### src/rtl/core/fpd_pkg.sv
// Shared types and constants for the flight phase detector.
// Holds the phase encoding, configuration register indices and reset values.
// No dependencies.
package fpd_pkg;

	typedef enum logic [1:0] {
		PH_IDLE     = 2'd0,
		PH_ASCENT   = 2'd1,
		PH_DESCENT  = 2'd2,
		PH_RECOVERY = 2'd3
	} phase_t;

	localparam int CFG_INDEX_BITS = 3;
	localparam int CFG_DATA_BITS  = 24;
	localparam int CM_BITS        = 16;
	localparam int EVAL_BITS      = 8;
	localparam int FLOOR_BITS     = 24;

	localparam logic [CFG_INDEX_BITS-1:0] CFG_LAUNCH_THRESHOLD = 3'd0;
	localparam logic [CFG_INDEX_BITS-1:0] CFG_APOGEE_DROP      = 3'd1;
	localparam logic [CFG_INDEX_BITS-1:0] CFG_LANDING_BAND     = 3'd2;
	localparam logic [CFG_INDEX_BITS-1:0] CFG_SETTLE_EVALS     = 3'd3;
	localparam logic [CFG_INDEX_BITS-1:0] CFG_LANDING_EVALS    = 3'd4;
	localparam logic [CFG_INDEX_BITS-1:0] CFG_BASELINE_FLOOR   = 3'd5;

	localparam logic [CM_BITS-1:0]           RST_LAUNCH_THRESHOLD = 16'd20;
	localparam logic [CM_BITS-1:0]           RST_APOGEE_DROP      = 16'd20;
	localparam logic [CM_BITS-1:0]           RST_LANDING_BAND     = 16'd5;
	localparam logic [EVAL_BITS-1:0]         RST_SETTLE_EVALS     = 8'd10;
	localparam logic [EVAL_BITS-1:0]         RST_LANDING_EVALS    = 8'd20;
	localparam logic signed [FLOOR_BITS-1:0] RST_BASELINE_FLOOR   = -24'sd10000;

endpackage

### src/rtl/core/flight_phase_detector.sv
// Flight phase detector: armed latch, baseline capture, peak tracking and phase steps.
// An accepted input beat reaches its result beat through the input register, then the result
// register. Throughput: one beat per cycle while the result register is empty or m_tready is high;
// the phase update between the two registers is combinational. arst_n clears all state,
// configuration returns to its defaults and both pipeline stages empty. Depends on fpd_pkg.
module flight_phase_detector
	import fpd_pkg::*;
#(
	parameter int ALT_BITS   = 24,
	parameter int COUNT_BITS = 8
) (
	input  logic                          clk,
	input  logic                          arst_n,
	input  logic                          s_tvalid,
	output logic                          s_tready,
	// altitude_cm
	input  logic [((ALT_BITS+7)/8)*8-1:0] s_tdata,
	// arm, evaluate
	input  logic [1:0]                    s_tuser,
	output logic                          m_tvalid,
	input  logic                          m_tready,
	// phase, armed_now, baseline_valid, relative_altitude_cm, peak_altitude_cm, apogee_fire
	output logic [((2*ALT_BITS+5+7)/8)*8-1:0] m_tdata,
	input  logic                          cfg_valid,
	output logic                          cfg_ready,
	input  logic [CFG_INDEX_BITS-1:0]     cfg_index,
	input  logic [CFG_DATA_BITS-1:0]      cfg_data
);

	localparam int A      = ALT_BITS;
	localparam int OUT_W  = ((2*ALT_BITS+5+7)/8)*8;
	localparam int CW     = ((ALT_BITS > FLOOR_BITS) ? ALT_BITS : FLOOR_BITS) + 2;
	localparam int NW     = ((COUNT_BITS > EVAL_BITS) ? COUNT_BITS : EVAL_BITS) + 1;

	// configuration
	logic [CM_BITS-1:0]           launch_q, drop_q, band_q;
	logic [EVAL_BITS-1:0]         settle_evals_q, land_evals_q;
	logic signed [FLOOR_BITS-1:0] floor_q;

	// state
	logic                  armed_q, taken_q;
	phase_t                phase_q;
	logic [COUNT_BITS-1:0] settle_q, land_q;
	logic signed [A-1:0]   base_q, peak_q;

	// input stage
	logic                valid_s1, arm_s1, eval_s1;
	logic signed [A-1:0] alt_s1;

	// result stage
	logic                valid_s2, armed_s2, taken_s2, fire_s2;
	phase_t              phase_s2;
	logic signed [A-1:0] rel_s2, peak_s2;

	// next state
	logic                  armed_nx, taken_nx, fire_nx;
	phase_t                phase_nx;
	logic [COUNT_BITS-1:0] settle_nx, land_nx, settle_inc, land_inc;
	logic signed [A-1:0]   base_nx, peak_nx, rel_nx, rel_sat;
	logic signed [A:0]     diff, drop;
	logic                  adv2;

	assign cfg_ready = 1'b1;

	assign adv2     = valid_s1 && (!valid_s2 || m_tready);
	assign s_tready = !valid_s1 || adv2;
	assign m_tvalid = valid_s2;

	always_ff @(posedge clk or negedge arst_n) begin
		if (!arst_n) begin
			launch_q       <= RST_LAUNCH_THRESHOLD;
			drop_q         <= RST_APOGEE_DROP;
			band_q         <= RST_LANDING_BAND;
			settle_evals_q <= RST_SETTLE_EVALS;
			land_evals_q   <= RST_LANDING_EVALS;
			floor_q        <= RST_BASELINE_FLOOR;
		end else if (cfg_valid && cfg_ready) begin
			case (cfg_index)
				CFG_LAUNCH_THRESHOLD: launch_q       <= cfg_data[CM_BITS-1:0];
				CFG_APOGEE_DROP:      drop_q         <= cfg_data[CM_BITS-1:0];
				CFG_LANDING_BAND:     band_q         <= cfg_data[CM_BITS-1:0];
				CFG_SETTLE_EVALS:     settle_evals_q <= cfg_data[EVAL_BITS-1:0];
				CFG_LANDING_EVALS:    land_evals_q   <= cfg_data[EVAL_BITS-1:0];
				CFG_BASELINE_FLOOR:   floor_q        <= $signed(cfg_data[FLOOR_BITS-1:0]);
				default: ;
			endcase
		end
	end

	always_ff @(posedge clk or negedge arst_n) begin
		if (!arst_n) begin
			valid_s1 <= 1'b0;
		end else if (s_tready) begin
			valid_s1 <= s_tvalid;
		end
	end

	always_ff @(posedge clk) begin
		if (s_tvalid && s_tready) begin
			arm_s1  <= s_tuser[0];
			eval_s1 <= s_tuser[1];
			alt_s1  <= $signed(s_tdata[A-1:0]);
		end
	end

	// relative altitude against the baseline held before this beat, saturated
	always_comb begin
		diff = $signed({alt_s1[A-1], alt_s1}) - $signed({base_q[A-1], base_q});
		if (diff[A] != diff[A-1]) begin
			rel_sat = diff[A] ? $signed({1'b1, {(A-1){1'b0}}}) : $signed({1'b0, {(A-1){1'b1}}});
		end else begin
			rel_sat = diff[A-1:0];
		end
	end

	assign settle_inc = (settle_q == {COUNT_BITS{1'b1}}) ? settle_q : settle_q + 1'b1;
	assign land_inc   = (land_q == {COUNT_BITS{1'b1}}) ? land_q : land_q + 1'b1;

	always_comb begin
		armed_nx  = armed_q | arm_s1;
		phase_nx  = phase_q;
		settle_nx = settle_q;
		land_nx   = land_q;
		taken_nx  = taken_q;
		base_nx   = base_q;
		peak_nx   = peak_q;
		rel_nx    = '0;
		fire_nx   = 1'b0;
		drop      = '0;
		if (armed_nx) begin
			rel_nx = rel_sat;
			if (rel_sat > peak_q) begin
				peak_nx = rel_sat;
			end
			drop = $signed({peak_nx[A-1], peak_nx}) - $signed({rel_sat[A-1], rel_sat});
			if (eval_s1) begin
				case (phase_q)
					PH_IDLE: begin
						settle_nx = settle_inc;
						if (NW'(settle_inc) > NW'(settle_evals_q)) begin
							if (!taken_q) begin
								base_nx  = alt_s1;
								taken_nx = 1'b1;
								peak_nx  = '0;
							end else if (($signed(CW'(base_q)) > $signed(CW'(floor_q))) &&
									($signed(CW'(rel_sat)) > $signed(CW'(launch_q)))) begin
								phase_nx = PH_ASCENT;
							end
						end
					end
					PH_ASCENT: begin
						if ($signed(CW'(drop)) > $signed(CW'(drop_q))) begin
							phase_nx = PH_DESCENT;
							fire_nx  = 1'b1;
						end
					end
					PH_DESCENT: begin
						if (NW'(land_q) > NW'(land_evals_q)) begin
							phase_nx = PH_RECOVERY;
						end else if ($signed(CW'(rel_sat)) < $signed(CW'(band_q))) begin
							land_nx = land_inc;
						end
					end
					default: ;
				endcase
			end
		end
	end

	always_ff @(posedge clk or negedge arst_n) begin
		if (!arst_n) begin
			armed_q  <= 1'b0;
			phase_q  <= PH_IDLE;
			settle_q <= '0;
			land_q   <= '0;
			taken_q  <= 1'b0;
			base_q   <= '0;
			peak_q   <= '0;
		end else if (adv2) begin
			armed_q  <= armed_nx;
			phase_q  <= phase_nx;
			settle_q <= settle_nx;
			land_q   <= land_nx;
			taken_q  <= taken_nx;
			base_q   <= base_nx;
			peak_q   <= peak_nx;
		end
	end

	always_ff @(posedge clk or negedge arst_n) begin
		if (!arst_n) begin
			valid_s2 <= 1'b0;
		end else if (adv2) begin
			valid_s2 <= 1'b1;
		end else if (m_tready) begin
			valid_s2 <= 1'b0;
		end
	end

	// hold the result beat until it is taken
	always_ff @(posedge clk) begin
		if (adv2) begin
			phase_s2 <= phase_nx;
			armed_s2 <= armed_nx;
			taken_s2 <= taken_nx;
			rel_s2   <= rel_nx;
			peak_s2  <= peak_nx;
			fire_s2  <= fire_nx;
		end
	end

	assign m_tdata = OUT_W'({fire_s2, peak_s2, rel_s2, taken_s2, armed_s2, phase_s2});

	a_fire_in_descent: assert property (@(posedge clk) disable iff (!arst_n)
		valid_s2 && fire_s2 |-> phase_s2 == PH_DESCENT)
		else $error("apogee beat without descent phase");

	a_unarmed_quiet: assert property (@(posedge clk) disable iff (!arst_n)
		valid_s2 && !armed_s2 |-> rel_s2 == '0 && !fire_s2 && phase_s2 == PH_IDLE)
		else $error("unarmed result carries flight data");

	a_recovery_final: assert property (@(posedge clk) disable iff (!arst_n)
		phase_q == PH_RECOVERY |=> phase_q == PH_RECOVERY)
		else $error("left recovery phase");

	a_flight_needs_baseline: assert property (@(posedge clk) disable iff (!arst_n)
		phase_q != PH_IDLE |-> taken_q && armed_q)
		else $error("flight phase without baseline or arming");

	a_peak_nonneg: assert property (@(posedge clk) disable iff (!arst_n)
		!peak_q[A-1])
		else $error("peak altitude negative");

endmodule
### config.mk
export PLATFORM = sky130hd
export DESIGN_NAME = flight_phase_detector
export DESIGN_NICKNAME = d
export VERILOG_FILES = /design/src/rtl/core/fpd_pkg.sv /design/src/rtl/core/flight_phase_detector.sv
export SDC_FILE = /design/constraint.sdc
export NUM_CORES = 1
export LEC_CHECK = 0
export ABC_AREA = 0
export BUFFER_PORTS_ARGS = -buffer_cell sky130_fd_sc_hd__buf_2
export CAP_MARGIN = 10
export CORE_MARGIN = 2
export CORE_UTILIZATION = 54
export CTS_CLUSTER_DIAMETER = 40
export DETAILED_ROUTE_END_ITERATION = 10
export PLACE_DENSITY_LB_ADDON = 0.2
export SYNTH_ARGS = -nofsm -noshare
export SYNTH_HDL_FRONTEND = slang
export SYNTH_SLANG_ARGS = --single-unit
### constraint.sdc
create_clock -name clk -period 13.09 [get_ports clk]
set_input_delay 0.6545 -clock clk [delete_from_list [all_inputs] [get_ports clk]]
set_output_delay 0.6545 -clock clk [all_outputs]
set_load 0.03 [all_outputs]
==> key figures, run 1 <==
Placed design
  • DP Worst Slack: 1.977 ns
  • Placed cells: 1996
  • GP Congestion: approximately 0.97
  • Detail Placement HPWL: around 29 mm
  • PortBufs: 112

Worst setup path
  • CP Capture Type: flop
  • Critical path type: flop to flop
  • CP Launch Type: flop
  • Critical-path top delay cell: o41ai_4
  • Worst Path Buf+Inv: 3
  • Worst EP arrival: approximately 12 ns
  • Critical Path RT: about 14 ns
  • Worst path max stage delay: 1.12 ns
  • Top Family by Delay on Critical Path: compound AO/OA/AOI/OAI gates
  • Critical-path maximum fanout: 33
  • Crit path top cell by count: a21oi_1

STA
  • Setup Skew: 0.02064 ns
  • Max Clk Rate: 88.20 MHz
  • Max-slew violations: 0
  • Setup TNS: 0 ns
  • Relative slew slack: 0.1955
  • Worst Hold Slack: 0.1698 ns
  • Worst Setup Slack, final: 1.753 ns
  • RSZ-0062 raised after global routing: no
  • Worst-Margin Slew: between 1 and 1.5 ns
  • Final-report hold violation count: 0
  • Final period util: 0.8661
  • Period minus WS final: 11.34 ns
  • Final Setup Violations: 0

Drt
  • Routed vias: 11844
  • Router iterations before antenna repair: 5
  • Routed wire per std cell: 18.70 µm
  • DRC viols: 0
  • DR iter-0 viols: 851
  • Post-route ant nets: 0
  • Vias per inst: 5.736
  • Final wirelength: 38.62 mm

Clock network
  • Maximum buffer depth of the clock tree: 3
  • Post-CTS Hold Fix Bufs: 0
  • CTS resizes: 0
  • Clk pin slew, worst setup/hold paths: roughly 0.050 ns
  • CTS tree: yes
  • Root buffer cell: clkbuf_16
  • Clock buffers created by TritonCTS: 37
  • Post CTS Setup Buffer Count: 0
  • Htree depth: 2
  • Clock Latency Late Sink: between 0.5 and 0.6 ns
  • Clk sinks: 237

Final layout
  • Post-route insts no fill: 2065
  • Final nets: 1880
  • Share of post-route cells with drive strength above 1: 0.1821
  • Layout Area Growth over Synthesis: 14.60%

GRT
  • Initial antenna violation count: 1
  • Gr ovfl total: 0
  • Total GRT Usage: 0.2682
  • First-pass GRT wire length: 61.42 mm
  • Largest net degree at the start of global routing: 81
  • Number of global-route vias before repair: 11483

Synthesis
  • Synth area leaders: dfrtp_1, edfxtp_1, ha_1
  • Share of flip-flops with an asynchronous set or reset: 0.6667
  • Syn Inst Count: 1540
  • Part of the Yosys area used for sequential elements: 0.4209
  • Post-synthesis cell area: 15110 µm²
  • Post-synth EDFFs: between 70 and 80
  • Post-synthesis register bit count: ~240
  • Most common cell in the netlist: inv_1
  • Yosys warning total: 0
  • Share of the synthesized area in the top cell type: 0.2187
  • Top FF cell, synth: dfrtp_1
  • Area leader, netlist: dfrtp_1
  • Post-synth cell types: 83
  • Most frequent cells after synthesis: inv_1, ha_1, nand2_1
  • Syn_area_per_cell: 9.810 µm²

Power and ir drop
  • Switching power: 1.585 mW
  • Clock power frac: 0.252
  • Sequential power share: 0.264
  • Combinational Power Share: 0.483
  • Power Dens Cells: ~230 nW/µm²
  • Worst VDD drop: roughly 0.12 mV
  • Leak: ~8.0 nW
  • Internal power: approximately 2.3 mW
  • Switching share of power: 0.4064

Floorplan
  • DIE HEIGHT: approximately 170 µm
  • Starting Density: 0.5468
  • I/O pin count: 117
  • Floorplan die area: roughly 29000 µm²
  • Rows: 61
  • Placeable core region: 27630 µm²
  • DIE WIDTH: approximately 170 µm

Run status
  • Status: finished clean

Job
  • Max-cap viol count: 0

Hold path
  • Worst hold path type: primary input to async pin
==> worst paths after layout <==
kind	startpoint	end	slack, ns	cells past startpoint
setup / recovery	base_q[1]	phase_q[0]	1.75	46
hold / removal	arst_n	land_evals_q[6]	0.17	1
setup reg to reg	base_q[1]	phase_q[0]	1.75	46
hold reg to reg	armed_q	armed_q	0.48	1
max in group asynchronous	arst_n	peak_q[6]	11.40	2
min in group clk	s_tdata[3]	alt_s1[3]	0.30	1
==> cell type report <==
| cell class | instances | area [µm²] |
|---|---|---|
| antenna | 1 | 2.502 |
| clock buffer | 43 | 979.7 |
| clock inverter | 24 | 267.8 |
| fill | 2342 | 10320 |
| inverter | 180 | 675.6 |
| multi-input combinational | 1072 | 7834 |
| sequential | 237 | 6359 |
| tap | 378 | 473.0 |
| timing repair buffer | 130 | 721.9 |
==> stage by stage <==
stage	instance area, µm²	util	power, mW
final	17310	0.6266	3.901
after global routing	17310	0.6266	4.159
after global placement	16040	0.5804	2.868
after CTS	17280	0.6255	3.895
after detailed placement	16040	0.5804	2.898
after floorplan	15110	-	2.426
==> cells in the final DEF (no fill, tap or decap), types with 37 or more instances in the layout <==
cell,synthesis,routed
inv_1,178,177
nor2_1,72,71
o21ai_0,145,145
a21o_1,37,37
buf_2,8,111
nand4_1,38,38
nand2_1,160,160
ha_1,162,162
dfrtp_1,132,132
a21oi_1,92,92
edfxtp_1,79,79
clkbuf_16,0,38
mux2_2,43,43
==> metal layers <==
layer / track usage / vias to the layer above / part of all wire
met5: 0 / - / 0
met4: 0.09617 / 0 / 0.033
met3: 0.03543 / 82 / 0.058
met2: 0.4372 / 367 / 0.47
met1: 0.3680 / 5701 / 0.44
li1: - / 5694 / -
==> flip-flops by register name, indices dropped and copies added (netlist names), 24 cells and up <==
name     count
base_q      24
peak_q      24
floor_q     24
alt_s1      24
rel_s2      24
peak_s2     24
==> logic make-up after synthesis <==
kind of cell | synth area share
XOR/XNOR | 0.02841
AND/OR/NAND/NOR | 0.1171
adder cells (fa/ha/maj) | 0.1368
other | 0.0004971
multiplexers | 0.05160
AO/OA/AOI/OAI | 0.1807
flip-flops | 0.4209
buffers and inverters | 0.06394
==> power by group through the flow <==
| stage | Combinational (mW) | Clock, mW | Sequential [mW] |
|---|---|---|---|
| 2_1_floorplan | 1.33 | 0 | 1.10 |
| 3_3_place_gp | 1.83 | 0 | 1.04 |
| 3_5_place_dp | 1.86 | 0 | 1.04 |
| 4_1_cts | 1.87 | 0.997 | 1.03 |
| 5_1_grt | 2.08 | 1.03 | 1.05 |
| 6_report | 1.89 | 0.984 | 1.03 |
No activity file was read; power rests on OpenSTA's default activity.
==> run 2: changes to the inputs <==
ABC_AREA = 1   (was 0)
GPL_TIMING_DRIVEN = 0   (was default)
SLEW_MARGIN = 20   (was default)
==> run 2 against run 1 <==
Net effect: synthesized cell count up 24%; critical endpoint is now phase_s2[1]; critical path depth down 3; register-to-register slack better by 2.0 ns; sequential power about the same.
==> key figures, run 2 <==
Run status
  • Status: finished clean

Power and ir drop
  • Clock power frac: 0.254 (+0.002)
  • Worst VDD drop: 0.1181 mV (about the same)
  • Leak: 8.979 nW (+12%)
  • Design Power: 3.970 mW (+1.8%)
  • Power Dens Cells: 220.2 nW/µm² (-2.3%)
  • Switching share of power: 0.4315 (+0.02511)
  • Combinational Power Share: 0.488 (+0.005)
  • Internal power: 2.257 mW (-2.6%)
  • Sequential power share: 0.258 (-0.006)
  • Switching power: 1.713 mW (+8.0%)

Drt
  • Vias per inst: 5.406 (-5.7%)
  • Final wirelength: 41.53 mm (+7.5%)
  • Routed vias: 13439 (+13%)
  • Routed wire per std cell: 16.71 µm (-11%)
  • DR iter-0 viols: 1050 (+23%)
  • Router iterations before antenna repair: 5 (unchanged)
  • DRC viols: 0 (unchanged)
  • Post-route ant nets: 0 (unchanged)

STA
  • Max-slew violations: 0 (unchanged)
  • Final period util: 0.7096 (-0.1565)
  • RSZ-0062 raised after global routing: no
  • Setup TNS: 0 ns (unchanged)
  • Final-report hold violation count: 0 (unchanged)
  • Setup Skew: 0.02228 ns (+0.001636 ns)
  • Period minus WS final: 9.289 ns (-2.049 ns)
  • Max Clk Rate: 107.7 MHz (+22%)
  • Relative slew slack: 0.2636 (+0.06817)
  • Worst-Margin Slew: 1.093 ns (-0.1097 ns)
  • Final Setup Violations: 0 (unchanged)

Placed design
  • Detail Placement HPWL: 33.11 mm (+14%)
  • PortBufs: 112 (unchanged)
  • GP Congestion: 0.9420 (-3.1%)
  • Post-Place Cell Area: 16730 µm² (+4.3%)

Worst setup path
  • Worst EP arrival: 9.55 ns (-2.20 ns)
  • R2r startpoint: alt_s1[0]
  • Reg2reg path depth: 43 (-6.5%)
  • Crit path top cell by count: nand2_1
  • Critical path type: flop to flop
  • CP Capture Type: flop
  • CP Launch Type: flop
  • Worst reg2reg endpoint: phase_s2[1]
  • Critical Path RT: 13.35 ns (-0.15 ns)
  • Critical-path maximum fanout: 10 (-70%)
  • Critical-path top delay cell: o21ai_0
  • Worst path max stage delay: 0.68 ns (-0.44 ns)
  • Worst R2R Setup Slack: 3.80 ns (+2.05 ns)

Clock network
  • Maximum buffer depth of the clock tree: 3 (unchanged)
  • Post CTS Setup Buffer Count: 0 (unchanged)
  • Post-CTS Hold Fix Bufs: 0 (unchanged)
  • Htree depth: 2 (unchanged)
  • Clock buffers created by TritonCTS: 39 (+5.4%)
  • Root buffer cell: clkbuf_16
  • Clk sinks: 237 (unchanged)
  • CTS tree: yes
  • Clk pin slew, worst setup/hold paths: 0.05 ns (about the same)
  • Clock Latency Late Sink: 0.53 ns (about the same)
  • CTS resizes: 0 (unchanged)

GRT
  • Number of global-route vias before repair: 13133 (+14%)
  • Total GRT Usage: 0.2790 (+0.01084)
  • First-pass GRT wire length: 66.93 mm (+9.0%)
  • Gr ovfl total: 0 (unchanged)
  • Initial antenna violation count: 0 (-1)
  • Largest net degree at the start of global routing: 98 (+21%)

Synthesis
  • Syn_area_per_cell: 8.152 µm² (-17%)
  • Post-synthesis cell area: 15600 µm² (+3.3%)
  • Synth area leaders: dfrtp_1, edfxtp_1, ha_1
  • Share of the synthesized area in the top cell type: 0.2117 (-0.006944)
  • Post-synthesis register bit count: 237 (unchanged)
  • Yosys warning total: 0 (unchanged)
  • Share of flip-flops with an asynchronous set or reset: 0.6667 (unchanged)
  • Most frequent cells after synthesis: nand2_1, inv_1, ha_1
  • Top FF cell, synth: dfrtp_1
  • Syn Inst Count: 1914 (+24%)
  • Post-synth EDFFs: 79 (unchanged)
  • Most common cell in the netlist: nand2_1
  • Area leader, netlist: dfrtp_1
  • Part of the Yosys area used for sequential elements: 0.4075 (-0.01337)
  • Post-synth cell types: 55 (-34%)

Floorplan
  • DIE HEIGHT: 174.0 µm (+1.6%)
  • Floorplan die area: 30270 µm² (+3.2%)
  • Rows: 62 (+1.6%)
  • Starting Density: 0.5465 (about the same)
  • Placeable core region: 28550 µm² (+3.3%)
  • I/O pin count: 117 (unchanged)
  • DIE WIDTH: 174.0 µm (+1.6%)

Final layout
  • Most common cell after layout, fill and taps aside: nand2_1
  • Share of post-route cells with drive strength above 1: 0.1579 (-0.02414)
  • Most frequent cells in the layout: nand2_1, inv_1, ha_1, nor2_1, o21ai_0
  • ANT cells: 0 (-1)
  • Layout Area Growth over Synthesis: 15.53%
  • Final nets: 2294 (+22%)
  • Design area: 18020 µm² (+4.1%)

Hold path
  • Worst hold path type: primary input to async pin

Job
  • Max-cap viol count: 0 (unchanged)
[run 2: logic make-up after synthesis]
| kind of cell | count (synthesis) | synth area share |
|---|---|---|
| AND/OR/NAND/NOR | 740 | 0.2074 |
| adder cells (fa/ha/maj) | 164 | 0.1325 |
| XOR/XNOR | 39 | 0.02189 |
| AO/OA/AOI/OAI | 394 | 0.1445 |
| buffers and inverters | 338 | 0.08573 |
| other | 2 | 0.0004813 |
| flip-flops | 237 | 0.4075 |
[run 2: stage by stage]
stage          hold slack, ns  setup WS, ns  instances    util
2_1_floorplan          0.3589         5.979       1916       -
3_5_place_dp           0.4736         3.977       2415  0.5860
5_1_grt               0.07991         3.162       2486  0.6314
6_report              0.05309         3.801       2486  0.6314
4_1_cts               0.07152         3.918       2486  0.6314
3_3_place_gp           0.4676         4.097       2412  0.5833
[run 2: final cells by class]
class	count	area [µm²]
fill	2585	10520
multi-input combinational	1341	7923
sequential	237	6359
inverter	290	1089
clock buffer	49	1055
timing repair buffer	115	629.4
tap	384	480.5
buffer	48	250.2
clock inverter	22	240.2
[run 2: per-layer routing]
layer / part of all wire / vias up / GRT usage
li1: - / 6650 / -
met1: 0.44 / 6340 / 0.3689
met2: 0.47 / 355 / 0.4688
met3: 0.050 / 94 / 0.03718
met4: 0.037 / 0 / 0.1057
met5: 0 / - / 0
[run 2: power by group through the flow]
stage                     clock network (mW)  logic [mW]  registers [mW]
final                                   1.01        1.94            1.02
after global routing                    1.06        2.17            1.04
after CTS                               1.02        1.92            1.02
after detailed placement                   0        1.91            1.03
after global placement                     0        1.86            1.03
after floorplan                            0        1.30            1.12
[run 2: worst max-delay path by stage]
stage                         start           to  slack (ns)  cells after the start
final                     alt_s1[0]  phase_s2[1]        3.80                     43
after global routing      alt_s1[0]  phase_s2[0]        3.16                     47
after CTS                 alt_s1[0]  phase_s2[1]        3.92                     46
after detailed placement  alt_s1[0]  phase_s2[1]        3.98                     46
after global placement    alt_s1[0]  phase_s2[1]        4.10                     43
after floorplan           alt_s1[0]  phase_s2[0]        5.98                     50
[run 2: critical path, delay by kind of cell, from the launching register on]
kind / cells / cell delay [ns]
simple gates: 22 / 3.00
fa+ha+maj: 7 / 2.31
flops: 1 / 0.36
xor+xnor: 1 / 0.26
buf+inv: 6 / 1.07
compound gates: 7 / 2.00
